==> src/rtl/cts_pkg.sv <==
`timescale 1ns / 1ps
`default_nettype none
package cts_pkg;

  typedef enum logic [2:0] {
    ST_IDLE,
    ST_PREP,
    ST_DIV,
    ST_MUL1,
    ST_MUL2,
    ST_MUL3,
    ST_UPD,
    ST_OUT
  } state_t;

  typedef struct packed {
    logic load;
    logic prep;
    logic div_step;
    logic mul1;
    logic mul2;
    logic mul3;
    logic update;
    logic emit;
  } cmd_t;

  typedef struct packed {
    logic div_done;
    logic has_track;
    logic last;
  } status_t;

  localparam logic [2:0] REG_CRIT_SCORE = 3'd0;
  localparam logic [2:0] REG_CRIT_TTC   = 3'd1;
  localparam logic [2:0] REG_BRAKE_SCORE = 3'd2;
  localparam logic [2:0] REG_BRAKE_TTC  = 3'd3;
  localparam logic [2:0] REG_WARN_SCORE = 3'd4;
  localparam logic [2:0] REG_WARN_TTC   = 3'd5;

  localparam logic [1:0] LVL_LOW  = 2'd0;
  localparam logic [1:0] LVL_MED  = 2'd1;
  localparam logic [1:0] LVL_HIGH = 2'd2;
  localparam logic [1:0] LVL_CRIT = 2'd3;

  localparam int DIV_STEPS = 11;

endpackage
`default_nettype wire

==> src/rtl/cts_ctrl.sv <==
`timescale 1ns / 1ps
`default_nettype none
module cts_ctrl (
  input  wire logic            clk,
  input  wire logic            rst_n,
  input  wire logic            in_valid,
  output logic                 in_stall,
  output logic                 out_valid,
  input  wire logic            out_stall,
  input  wire cts_pkg::status_t sts,
  output cts_pkg::cmd_t        cmd
);
  import cts_pkg::*;

  state_t state_r, state_nxt;

  always_comb begin
    state_nxt = state_r;
    case (state_r)
      ST_IDLE: if (in_valid) state_nxt = ST_PREP;
      ST_PREP: state_nxt = ST_DIV;
      ST_DIV:  if (sts.div_done) state_nxt = ST_MUL1;
      ST_MUL1: state_nxt = ST_MUL2;
      ST_MUL2: state_nxt = ST_MUL3;
      ST_MUL3: state_nxt = ST_UPD;
      ST_UPD:  state_nxt = sts.last ? ST_OUT : ST_IDLE;
      ST_OUT:  if (!out_stall) state_nxt = ST_IDLE;
      default: state_nxt = ST_IDLE;
    endcase
  end

  always_ff @(posedge clk) begin
    if (!rst_n) state_r <= ST_IDLE;
    else state_r <= state_nxt;
  end

  always_comb begin
    cmd = '0;
    in_stall = 1'b1;
    out_valid = 1'b0;
    case (state_r)
      ST_IDLE: begin
        in_stall = 1'b0;
        cmd.load = in_valid;
      end
      ST_PREP: cmd.prep = 1'b1;
      ST_DIV:  cmd.div_step = 1'b1;
      ST_MUL1: cmd.mul1 = 1'b1;
      ST_MUL2: cmd.mul2 = 1'b1;
      ST_MUL3: cmd.mul3 = 1'b1;
      ST_UPD:  cmd.update = 1'b1;
      ST_OUT: begin
        out_valid = 1'b1;
        cmd.emit = !out_stall;
      end
      default: cmd = '0;
    endcase
  end

  a_out_only_after_update: assert property (@(posedge clk) disable iff (!rst_n)
    $rose(out_valid) |-> $past(state_r == ST_UPD))
    else $error("result raised without an update");
  a_no_accept_busy: assert property (@(posedge clk) disable iff (!rst_n)
    (state_r != ST_IDLE) |-> in_stall)
    else $error("input taken while busy");
  a_div_precedes_mul: assert property (@(posedge clk) disable iff (!rst_n)
    (state_r == ST_MUL1) |-> $past(state_r == ST_DIV))
    else $error("multiply started without divide");
endmodule
`default_nettype wire

==> src/rtl/cts_datapath.sv <==
`timescale 1ns / 1ps
`default_nettype none
module cts_datapath (
  input  wire logic                clk,
  input  wire logic                rst_n,
  input  wire cts_pkg::cmd_t       cmd,
  output cts_pkg::status_t         sts,
  input  wire logic                in_has_track,
  input  wire logic                in_in_path,
  input  wire logic [15:0]         in_distance,
  input  wire logic [15:0]         in_ttc,
  input  wire logic signed [9:0]   in_lateral_offset,
  input  wire logic [8:0]          in_confidence,
  input  wire logic signed [15:0]  in_ego_speed,
  input  wire logic [15:0]         in_track_id,
  input  wire logic [7:0]          in_class_code,
  input  wire logic                in_last,
  input  wire logic                cfg_valid,
  input  wire logic [2:0]          cfg_index,
  input  wire logic [15:0]         cfg_data,
  output logic [1:0]               out_threat_level,
  output logic [10:0]              out_peak_score,
  output logic                     out_hazard_found,
  output logic [15:0]              out_hazard_id,
  output logic [7:0]               out_hazard_class,
  output logic [15:0]              out_hazard_ttc,
  output logic [15:0]              out_hazard_distance
);
  import cts_pkg::*;

  logic [10:0] crit_s_r, brake_s_r, warn_s_r;
  logic [15:0] crit_t_r, brake_t_r, warn_t_r;

  always_ff @(posedge clk) begin
    if (!rst_n) begin
      crit_s_r <= 11'd870; crit_t_r <= 16'd384;
      brake_s_r <= 11'd700; brake_t_r <= 16'd640;
      warn_s_r <= 11'd450; warn_t_r <= 16'd1024;
    end else if (cfg_valid) begin
      case (cfg_index)
        REG_CRIT_SCORE:  crit_s_r <= cfg_data[10:0];
        REG_CRIT_TTC:    crit_t_r <= cfg_data;
        REG_BRAKE_SCORE: brake_s_r <= cfg_data[10:0];
        REG_BRAKE_TTC:   brake_t_r <= cfg_data;
        REG_WARN_SCORE:  warn_s_r <= cfg_data[10:0];
        REG_WARN_TTC:    warn_t_r <= cfg_data;
        default: ;
      endcase
    end
  end

  // Captured request.
  logic        has_r, path_r, last_r;
  logic [15:0] dist_r, ttc_r, id_r;
  logic [7:0]  cls_r;
  logic [9:0]  lat_r;
  logic [8:0]  conf_r;
  logic [15:0] spd_r;

  always_ff @(posedge clk) begin
    if (cmd.load) begin
      has_r <= in_has_track; path_r <= in_in_path; last_r <= in_last;
      dist_r <= in_distance; ttc_r <= in_ttc; id_r <= in_track_id;
      cls_r <= in_class_code; lat_r <= in_lateral_offset;
      conf_r <= in_confidence; spd_r <= in_ego_speed;
    end
  end

  // Prep: stopping distance, floor test and the small factors.
  logic [14:0] v;
  logic [29:0] vsq;
  logic [32:0] n_c;
  assign v   = spd_r[15] ? 15'd0 : spd_r[14:0];
  assign vsq = v * v;
  assign n_c = {v, 12'd0} + {vsq, 2'd0} + {3'd0, vsq};

  logic [33:0] den_r;
  logic        floor_r;
  logic [10:0] ttcf_r, cen_r, spdf_r, conff_r, off_r;

  localparam logic [32:0] DEN_MIN = 33'd15728640;
  logic [32:0] den_c;
  assign den_c = (n_c > DEN_MIN) ? n_c : DEN_MIN;

  logic [41:0] lhs_floor;
  logic [37:0] rhs_floor;
  assign lhs_floor = dist_r * 26'd409600;
  assign rhs_floor = n_c * 5'd23;

  logic [10:0] ttcd;
  logic [20:0] ttcq;
  assign ttcd = 11'd1152 - ttc_r[10:0];
  assign ttcq = 21'((36'({ttcd, 10'd0}) * 36'd18725) >> 24);

  logic [9:0] alat;
  logic [8:0] acl;
  logic [11:0] a8;
  assign alat = lat_r[9] ? (~lat_r + 10'd1) : lat_r;
  assign acl  = (alat > 10'd256) ? 9'd256 : alat[8:0];
  assign a8   = {acl, 3'd0};

  logic [17:0] s4;
  logic [15:0] sq;
  assign s4 = {1'b0, spd_r[14:0], 2'd0};
  assign sq = 16'((34'(s4) * 34'd17477) >> 18);

  logic [12:0] dd;
  assign dd = 13'd7680 - dist_r[12:0];

  always_ff @(posedge clk) begin
    if (cmd.prep) begin
      den_r <= {1'b0, den_c};
      floor_r <= (42'(lhs_floor) <= 42'(rhs_floor)) ||
                 ((ttc_r <= 16'd512) && (dist_r <= 16'd6400));
      ttcf_r <= (ttc_r >= 16'd1152) ? 11'd0 :
                ((ttcq > 21'd1024) ? 11'd1024 : ttcq[10:0]);
      // The fifth of the scaled offset is taken by a reciprocal multiply.
      cen_r <= 11'd1024 - 11'((25'(a8) * 25'd13108) >> 16);
      spdf_r <= ($signed(spd_r) <= 0) ? 11'd614 :
                (sq < 16'd614) ? 11'd614 : (sq > 16'd1331) ? 11'd1331 : sq[10:0];
      conff_r <= (conf_r >= 9'd256) ? 11'd1024 :
                 (conf_r < 9'd128) ? 11'd512 : {conf_r[8:0], 2'd0};
      off_r <= (dist_r < 16'd7680) ? 11'((28'(dd) * 28'd13982) >> 20) : 11'd0;
    end
  end

  // Proximity: quotient of (6656*Den - 104857600*d) by 5*Den, restoring, 11 bits.
  logic [3:0]  cnt_r;
  logic [46:0] rem_r;
  logic [36:0] dv_r;
  logic [10:0] q_r;
  logic        pos_r;
  logic [47:0] num_c;
  assign num_c = 48'(den_r) * 48'd6656 - 48'(dist_r) * 48'd104857600;

  always_ff @(posedge clk) begin
    if (cmd.prep) cnt_r <= '0;
    if (cmd.div_step) begin
      if (cnt_r == '0) begin
        pos_r <= !num_c[47] && (num_c != '0);
        rem_r <= num_c[46:0];
        dv_r <= 37'(den_r) * 37'd5;
        q_r <= '0;
        cnt_r <= 4'd1;
      end else if (cnt_r <= 4'(DIV_STEPS)) begin
        if ({1'b0, rem_r} >= (48'(dv_r) << (DIV_STEPS - 32'(cnt_r)))) begin
          rem_r <= 47'({1'b0, rem_r} - (48'(dv_r) << (DIV_STEPS - 32'(cnt_r))));
          q_r[DIV_STEPS - 32'(cnt_r)] <= 1'b1;
        end
        cnt_r <= cnt_r + 4'd1;
      end
    end
  end

  logic [10:0] prox_c;
  assign prox_c = !pos_r ? 11'd0 : (q_r > 11'd1024 ? 11'd1024 : q_r);

  logic [22:0] m1_r;
  logic [33:0] m2_r;
  logic [44:0] m3_r;
  always_ff @(posedge clk) begin
    if (cmd.mul1) m1_r <= (12'(prox_c) + 12'(ttcf_r)) * cen_r;
    if (cmd.mul2) m2_r <= m1_r * spdf_r;
    if (cmd.mul3) m3_r <= m2_r * conff_r;
  end

  logic [13:0] raw_c;
  logic [10:0] score_c;
  assign raw_c = 14'(m3_r >> 31);
  always_comb begin
    if (!path_r) score_c = off_r;
    else begin
      score_c = (raw_c > 14'd1024) ? 11'd1024 : raw_c[10:0];
      if (floor_r && score_c < 11'd901) score_c = 11'd901;
    end
  end

  logic [10:0] bs_r;
  logic        bv_r;
  logic [15:0] bid_r, bttc_r, bdist_r;
  logic [7:0]  bcls_r;
  logic [10:0] bs_c;
  logic        bv_c;
  logic [15:0] bttc_c;
  logic [10:0] bsc_c;

  always_comb begin
    bs_c = bs_r; bv_c = bv_r; bttc_c = bttc_r;
    if (has_r && score_c > bs_r) begin
      bs_c = score_c; bv_c = 1'b1; bttc_c = ttc_r;
    end
  end
  assign bsc_c = bs_c;

  always_ff @(posedge clk) begin
    if (!rst_n) begin
      bs_r <= '0; bv_r <= 1'b0; bid_r <= '0; bcls_r <= '0;
      bttc_r <= '0; bdist_r <= '0;
    end else if (cmd.update) begin
      if (has_r && score_c > bs_r) begin
        bid_r <= id_r; bcls_r <= cls_r; bdist_r <= dist_r;
      end
      bttc_r <= bttc_c;
      if (last_r) begin
        bs_r <= '0; bv_r <= 1'b0;
        if (bv_c && bsc_c > 11'd51) begin
          out_hazard_found <= 1'b1;
          out_peak_score <= bsc_c;
          out_hazard_id <= (has_r && score_c > bs_r) ? id_r : bid_r;
          out_hazard_class <= (has_r && score_c > bs_r) ? cls_r : bcls_r;
          out_hazard_distance <= (has_r && score_c > bs_r) ? dist_r : bdist_r;
          out_hazard_ttc <= bttc_c;
          if (bsc_c >= crit_s_r || bttc_c <= crit_t_r) out_threat_level <= LVL_CRIT;
          else if (bsc_c >= brake_s_r || bttc_c <= brake_t_r) out_threat_level <= LVL_HIGH;
          else if (bsc_c >= warn_s_r || bttc_c <= warn_t_r) out_threat_level <= LVL_MED;
          else out_threat_level <= LVL_LOW;
        end else begin
          out_hazard_found <= 1'b0; out_peak_score <= '0;
          out_hazard_id <= '0; out_hazard_class <= '0;
          out_hazard_distance <= 16'd25600; out_hazard_ttc <= 16'hFFFF;
          out_threat_level <= LVL_LOW;
        end
      end else begin
        bs_r <= bs_c; bv_r <= bv_c;
      end
    end
  end

  // Last step compares at shift 0.
  assign sts = '{div_done: (cnt_r == 4'(DIV_STEPS + 1)), has_track: has_r, last: last_r};

  a_score_range: assert property (@(posedge clk) disable iff (!rst_n)
    cmd.update |-> (score_c <= 11'd1024))
    else $error("score out of range");
  a_clear_after_frame: assert property (@(posedge clk) disable iff (!rst_n)
    (cmd.update && last_r) |=> (bs_r == '0 && !bv_r))
    else $error("frame state not cleared");
  a_best_monotonic: assert property (@(posedge clk) disable iff (!rst_n)
    (cmd.update && !last_r) |=> (bs_r >= $past(bs_r)))
    else $error("best score fell within a frame");
endmodule
`default_nettype wire

==> src/rtl/collision_threat_scorer_core.sv <==
// A request passes through the prep, divide, three multiply and update states; on a last item
// the result is then raised in the output state. A new request is taken only back in idle, so
// one request is finished before the next is accepted; the proximity divider is the longest step.
// The block holds further requests until a pending result is taken.
// Reset (rst_n low, synchronous) restores threshold defaults and clears frame state.
`timescale 1ns / 1ps
`default_nettype none
module collision_threat_scorer_core (
  input  wire logic               clk,
  input  wire logic               rst_n,
  input  wire logic               in_valid,
  output logic                    in_stall,
  input  wire logic               in_has_track,
  input  wire logic               in_in_path,
  input  wire logic [15:0]        in_distance,
  input  wire logic [15:0]        in_ttc,
  input  wire logic signed [9:0]  in_lateral_offset,
  input  wire logic [8:0]         in_confidence,
  input  wire logic signed [15:0] in_ego_speed,
  input  wire logic [15:0]        in_track_id,
  input  wire logic [7:0]         in_class_code,
  input  wire logic               in_last,
  output logic                    out_valid,
  input  wire logic               out_stall,
  output logic [1:0]              out_threat_level,
  output logic [10:0]             out_peak_score,
  output logic                    out_hazard_found,
  output logic [15:0]             out_hazard_id,
  output logic [7:0]              out_hazard_class,
  output logic [15:0]             out_hazard_ttc,
  output logic [15:0]             out_hazard_distance,
  input  wire logic               cfg_valid,
  output logic                    cfg_ready,
  input  wire logic [2:0]         cfg_index,
  input  wire logic [15:0]        cfg_data
);
  import cts_pkg::*;

  cmd_t    cmd;
  status_t sts;

  assign cfg_ready = 1'b1;

  cts_ctrl u_ctrl (
    .clk(clk), .rst_n(rst_n), .in_valid(in_valid), .in_stall(in_stall),
    .out_valid(out_valid), .out_stall(out_stall), .sts(sts), .cmd(cmd)
  );

  cts_datapath u_dp (
    .clk(clk), .rst_n(rst_n), .cmd(cmd), .sts(sts),
    .in_has_track(in_has_track), .in_in_path(in_in_path),
    .in_distance(in_distance), .in_ttc(in_ttc),
    .in_lateral_offset(in_lateral_offset), .in_confidence(in_confidence),
    .in_ego_speed(in_ego_speed), .in_track_id(in_track_id),
    .in_class_code(in_class_code), .in_last(in_last),
    .cfg_valid(cfg_valid), .cfg_index(cfg_index), .cfg_data(cfg_data),
    .out_threat_level(out_threat_level), .out_peak_score(out_peak_score),
    .out_hazard_found(out_hazard_found), .out_hazard_id(out_hazard_id),
    .out_hazard_class(out_hazard_class), .out_hazard_ttc(out_hazard_ttc),
    .out_hazard_distance(out_hazard_distance)
  );
endmodule
`default_nettype wire
==> config.mk <==
export PLATFORM = sky130hd
export DESIGN_NAME = collision_threat_scorer_core
export DESIGN_NICKNAME = d
export VERILOG_FILES = /design/src/rtl/cts_pkg.sv /design/src/rtl/cts_ctrl.sv /design/src/rtl/cts_datapath.sv /design/src/rtl/collision_threat_scorer_core.sv
export SDC_FILE = /design/constraint.sdc
export NUM_CORES = 2
export LEC_CHECK = 0
export BUFFER_PORTS_ARGS = -buffer_cell sky130_fd_sc_hd__buf_2
export CORE_ASPECT_RATIO = 1.25
export CORE_MARGIN = 2
export CORE_UTILIZATION = 50
export CTS_CLUSTER_DIAMETER = 120
export DETAILED_ROUTE_END_ITERATION = 7
export PLACE_DENSITY = 0.66
export SYNTH_ARGS = -nofsm -noshare
export SYNTH_HDL_FRONTEND = slang
export SYNTH_HIERARCHICAL = 1
export SYNTH_SLANG_ARGS = --single-unit
export TNS_END_PERCENT = 50
==> constraint.sdc <==
create_clock -name clk -period 21 [get_ports clk]
set_input_delay 2.1 -clock clk [delete_from_list [all_inputs] [get_ports clk]]
set_output_delay 2.1 -clock clk [all_outputs]
set_load 0.005 [all_outputs]
Yosys cells after proc, flatten, opt, wreduce, memory -nomap -nowiden --
Index checks and enable logic that the tools add are counted.
Word-level totals: flip-flop bits (word level) 607, latch bits 0, bits in writable memories 0, ROM bits 0, input port bits 118, output and inout bits 73, memories kept 0
Cells by class: add/subtract/negate cells 11, $mul 13, div/mod/pow operators 0, order comparisons 28, eq/ne operators 16, shift operators 1, muxes and demuxes 48, bitwise logic cells 2, reduce and logical (&&, ||, !) cells 31
Operators with widths (count):
- 47-bit two-way mux | 3
- 11-bit two-way mux | 12
- 47-bit by 48-bit greater-or-equal comparator with 1-bit output | 1
- 16-bit <= comparator | 3
- 16-bit two-way mux | 3
- 48-bit nonzero test | 1
- 37-bit by 32-bit << shifter with 48-bit output | 1
- 47-bit by 43-bit subtractor with 48-bit output | 1
- 47-bit subtractor | 1
- 34-bit by 11-bit multiplier with 45-bit output | 1
- 16-bit by 5-bit multiplier with 21-bit output (second input constant) | 2
- 35-bit by 38-bit <= comparator with 1-bit output | 1
- 33-bit by 5-bit multiplier with 38-bit output (second input constant) | 1
- 33-bit by 4-bit multiplier with 37-bit output (second input constant) | 1
- 33-bit by 3-bit multiplier with 36-bit output (second input constant) | 1
- 23-bit by 11-bit multiplier with 34-bit output | 1
- 27-bit by 32-bit adder with 33-bit output | 1
- 33-bit by 30-bit adder with 33-bit output | 1
- 11-bit greater-or-equal comparator | 3
- 33-bit by 24-bit greater-than comparator with 1-bit output (second input constant) | 1
- 32-bit by 1-bit greater-or-equal comparator with 1-bit output (second input constant) | 1
- 32-bit by 5-bit less-than comparator with 1-bit output (second input constant) | 1
- 15-bit by 15-bit multiplier with 30-bit output | 1
- 15-bit by 15-bit multiplier with 30-bit output (second input constant) | 1
- other kinds (55) | 106

Longest topological paths before layout --
word-level depth 14, mapped depth 61, gate-level depth less buffers 60

Hierarchy --
Netlist, hierarchy kept.
By module, submodules not included:
- cts_datapath | instances 1, cells an instance 8387, area an instance 78213.8 µm², seq. area each 15404.8 µm²
- cts_ctrl | instances 1, cells an instance 33, area an instance 264.0 µm², seq. area each 60.1 µm²
- collision_threat_scorer_core | instances 1, cells an instance 2, area an instance 11.3 µm², seq. area each 0.0 µm²

Worst setup path after synthesis --
Ideal clock, no wire load.
path type register -> register, start point register u_dp.spd_r[15], end point register u_dp.floor_r, data pin, library setup time 195 ps, arrival time 12661 ps, slack 8144 ps, stages on the path, launching flop included 58, cell sequence edfxtp_1 clkbuf_1 buf_1 nor2_1 and2_1 fa_1 inv_1 fa_1 inv_1 fa_1 fa_1 fa_1 inv_1 fa_1 inv_1 ha_1 inv_1 o22ai_1 [22 not listed] ha_1 and2_1 o21ai_0 inv_1 a41o_1 a211o_1 a21oi_1 xor2_1 ha_1 and3_1 nand3_1 nor3_1 nand4_1 a211o_1 o31ai_1 a21oi_1 o311a_1 o311ai_0
Between the ends: word-level cells in the longest chain between the ends 7
RTL lines:
- from (decl) | line cts_datapath.sv:58 | logic [15:0] spd_r;
- from (signal assigned) | line cts_datapath.sv:65 | conf_r <= in_confidence; spd_r <= in_ego_speed;
- 15-bit two-way mux (*) | line cts_datapath.sv:73 | assign v = spd_r[15] ? 15'd0 : spd_r[14:0];
- 15-bit by 15-bit multiplier with 30-bit output | line cts_datapath.sv:74 | assign vsq = v * v;
- 27-bit by 32-bit adder with 33-bit output | line cts_datapath.sv:75 | assign n_c = {v, 12'd0} + {vsq, 2'd0} + {3'd0, vsq};
- 33-bit by 30-bit adder with 33-bit output (*) | line cts_datapath.sv:75
- named net u_dp.n_c[25] | line cts_datapath.sv:72 | logic [32:0] n_c;
- 33-bit by 5-bit multiplier with 38-bit output (*) | line cts_datapath.sv:88 | assign rhs_floor = n_c * 5'd23;
- 35-bit by 38-bit <= comparator with 1-bit output (*) | line cts_datapath.sv:113 | floor_r <= (42'(lhs_floor) <= 42'(rhs_floor)) ||
- 1-bit logical OR (*) | line cts_datapath.sv:113
- to (signal assigned) | line cts_datapath.sv:113
- to (decl) | line cts_datapath.sv:78 | logic floor_r;
Mark *: on every way through the listed nets, which the timed path passes. The rest lies on a longest branch. A chain may end at the register's enable or synchronous reset.

Worst setup path after layout --
start point register u_dp.spd_r[13], end point register u_dp.floor_r, data pin
Same word-level chain as after synthesis.

==> flow_summary.ini <==
[setup_path]
cp-end-kind = flip-flop
cp_num_buf_inv = 8
worstPathMaxFanout = 10
critical_path.top_delay_family = adder cells
worstSetupPathType = flip-flop to flip-flop
crit_top_cell = fa_1
cp.required_ps = 21510
arrival_ps = 15110
start_kind = flip-flop
slowest_stage = nor2_1
cpPeakStageDelay_ps = 780

[sta]
tightest_slew_ps = 1200
rsz0062_at_grt = no
slew-limit-headroom = 0.194
period_share = 0.696
setup_viol = 0
period_minus_slack_ps = 14610
fmax_ghz = 0.0685
skew_ps = 59.4
finalHoldViolCount = 0
fin_setup_tns_ps = 0
drv_slew = 0

[clock_tree]
path_clk_slew_ps = 70
cts_root_buf = clkbuf_16
cts-resized-gates = 0
h-tree-depth = 3
cts_tree = yes
cts_setup_buffers = 0
numCtsBuffers = 70
clkSinkCount = 567
clockBufferDepth = 3
holdBufCountCts = 0
worstSkewPairLatency_ps = 720

[hold_path]
min_path_type = flip-flop to flip-flop

[placement]
dpl.hpwl_um = 166000
portBuffers = 189
place_congestion = 0.947

[yosys]
synth_warnings = 6
syn-instance-count = 8420
synth_fp_nets = 10500
syn_area_mm2 = 0.0785
syn_area_per_cell_um2 = 9.32

[finish]
syn_to_final_growth_pct = 6.83
drive_above_1_share = 0.0545
finalNetCount = 10600

[outcome]
status = finished clean

[floorplanning]
core_mm2 = 0.156
rows = 162
initial_core_util = 0.503
die_area_mm2 = 0.160
die_y_um = 447
ioPinCount = 191
die_x_um = 358

[drt]
wire_per_inst_um = 19.4
via_per_inst = 5.58
drc_errors = 0
ant_nets = 0
vias = 58900
dr.pass1.iters = 8
first_iter_violations = 3423
wirelength_um = 205000

[flow_run]
maxCapViolCount = 0

[grt]
grt_pass1_vias = 62000
grt-ovfl-total = 0
grt_usage = 0.260
antenna_found_initial = 9
grt_pass1_wl_um = 328000
grt_max_degree = 71
-- worst reg2reg max path, delay by kind of cell (launching register included) --
kind,cells,cell delay (ps)
adder cells (fa/ha/maj),14,6290
AO/OA/AOI/OAI,16,3790
AND/OR/NAND/NOR,8,2090
XOR/XNOR,3,1000
buffers and inverters,8,730
flip-flops,1,500
-- registers in the layout, summed over array words and instances (netlist names), 23 cells and up --
signal,cells
u_dp/rem_r,47
u_dp/dv_r,35
u_dp/m2_r,34
u_dp/den_r,32
u_dp/m1_r,23
-- per-stage QoR --
stage | util | cells | setup WS [ps] | hold WS (ps) | cell area (um^2)
after floorplan | - | 8420 | 8140 | 443 | 78500
after global placement | 0.522 | 10400 | 6840 | 451 | 81300
after detailed placement | 0.522 | 10400 | 6400 | 457 | 81300
after CTS | 0.538 | 10600 | 6420 | 465 | 83800
after global routing | 0.538 | 10600 | 5380 | 481 | 83800
final | 0.538 | 10600 | 6390 | 464 | 83800
-- layout make-up --
type	count	area, um^2
diodes	3	7.51
clock buffers	87	1900
clock inverters	43	583
fillers	14000	72000
inverters	1420	5330
multi-input cells	6145	56600
flip-flops and latches	567	15500
well taps	2050	2560
repair buffers	241	1340
-- layer usage --
metal  global-route usage  vias up  routed length, um
met3               0.0264      402               7990
met5                    0        -                 26
met1                0.306    29200              81700
met4                0.119        4               9870
met2                0.471     1316             105000
li1                     -    28000                  -
-- worst paths after layout --
check / slack [ps] / from / depth (start not counted) / to
worst max-delay path: 6390 / u_dp/spd_r[13]$_DFFE_PP_ / 49 / u_dp/floor_r$_DFFE_PP_
worst max register to register: 6390 / u_dp/spd_r[13]$_DFFE_PP_ / 49 / u_dp/floor_r$_DFFE_PP_
worst min-delay path: 460 / u_dp/warn_s_r[5]$_SDFFE_PN0P_ / 2 / u_dp/warn_s_r[5]$_SDFFE_PN0P_
worst min register to register: 460 / u_dp/warn_s_r[5]$_SDFFE_PN0P_ / 2 / u_dp/warn_s_r[5]$_SDFFE_PN0P_
-- cell usage in the layout (no fill, tap or decap), types with 90 or more instances in the layout --
cell type	n
a211oi_1	98
a21boi_0	125
a21o_1	165
a21oi_1	332
and2_1	362
buf_2	188
dfxtp_1	154
edfxtp_1	411
fa_1	873
ha_1	1136
inv_1	1416
mux2i_1	114
nand2_1	942
nand3_1	90
nor2_1	324
nor2b_1	90
nor3_1	94
o21ai_0	223
xnor2_1	224
xor2_1	109
Power is left out: the tool's default activity adds up to more than one toggle a clock period on the data nets, which glitch-free logic cannot reach.
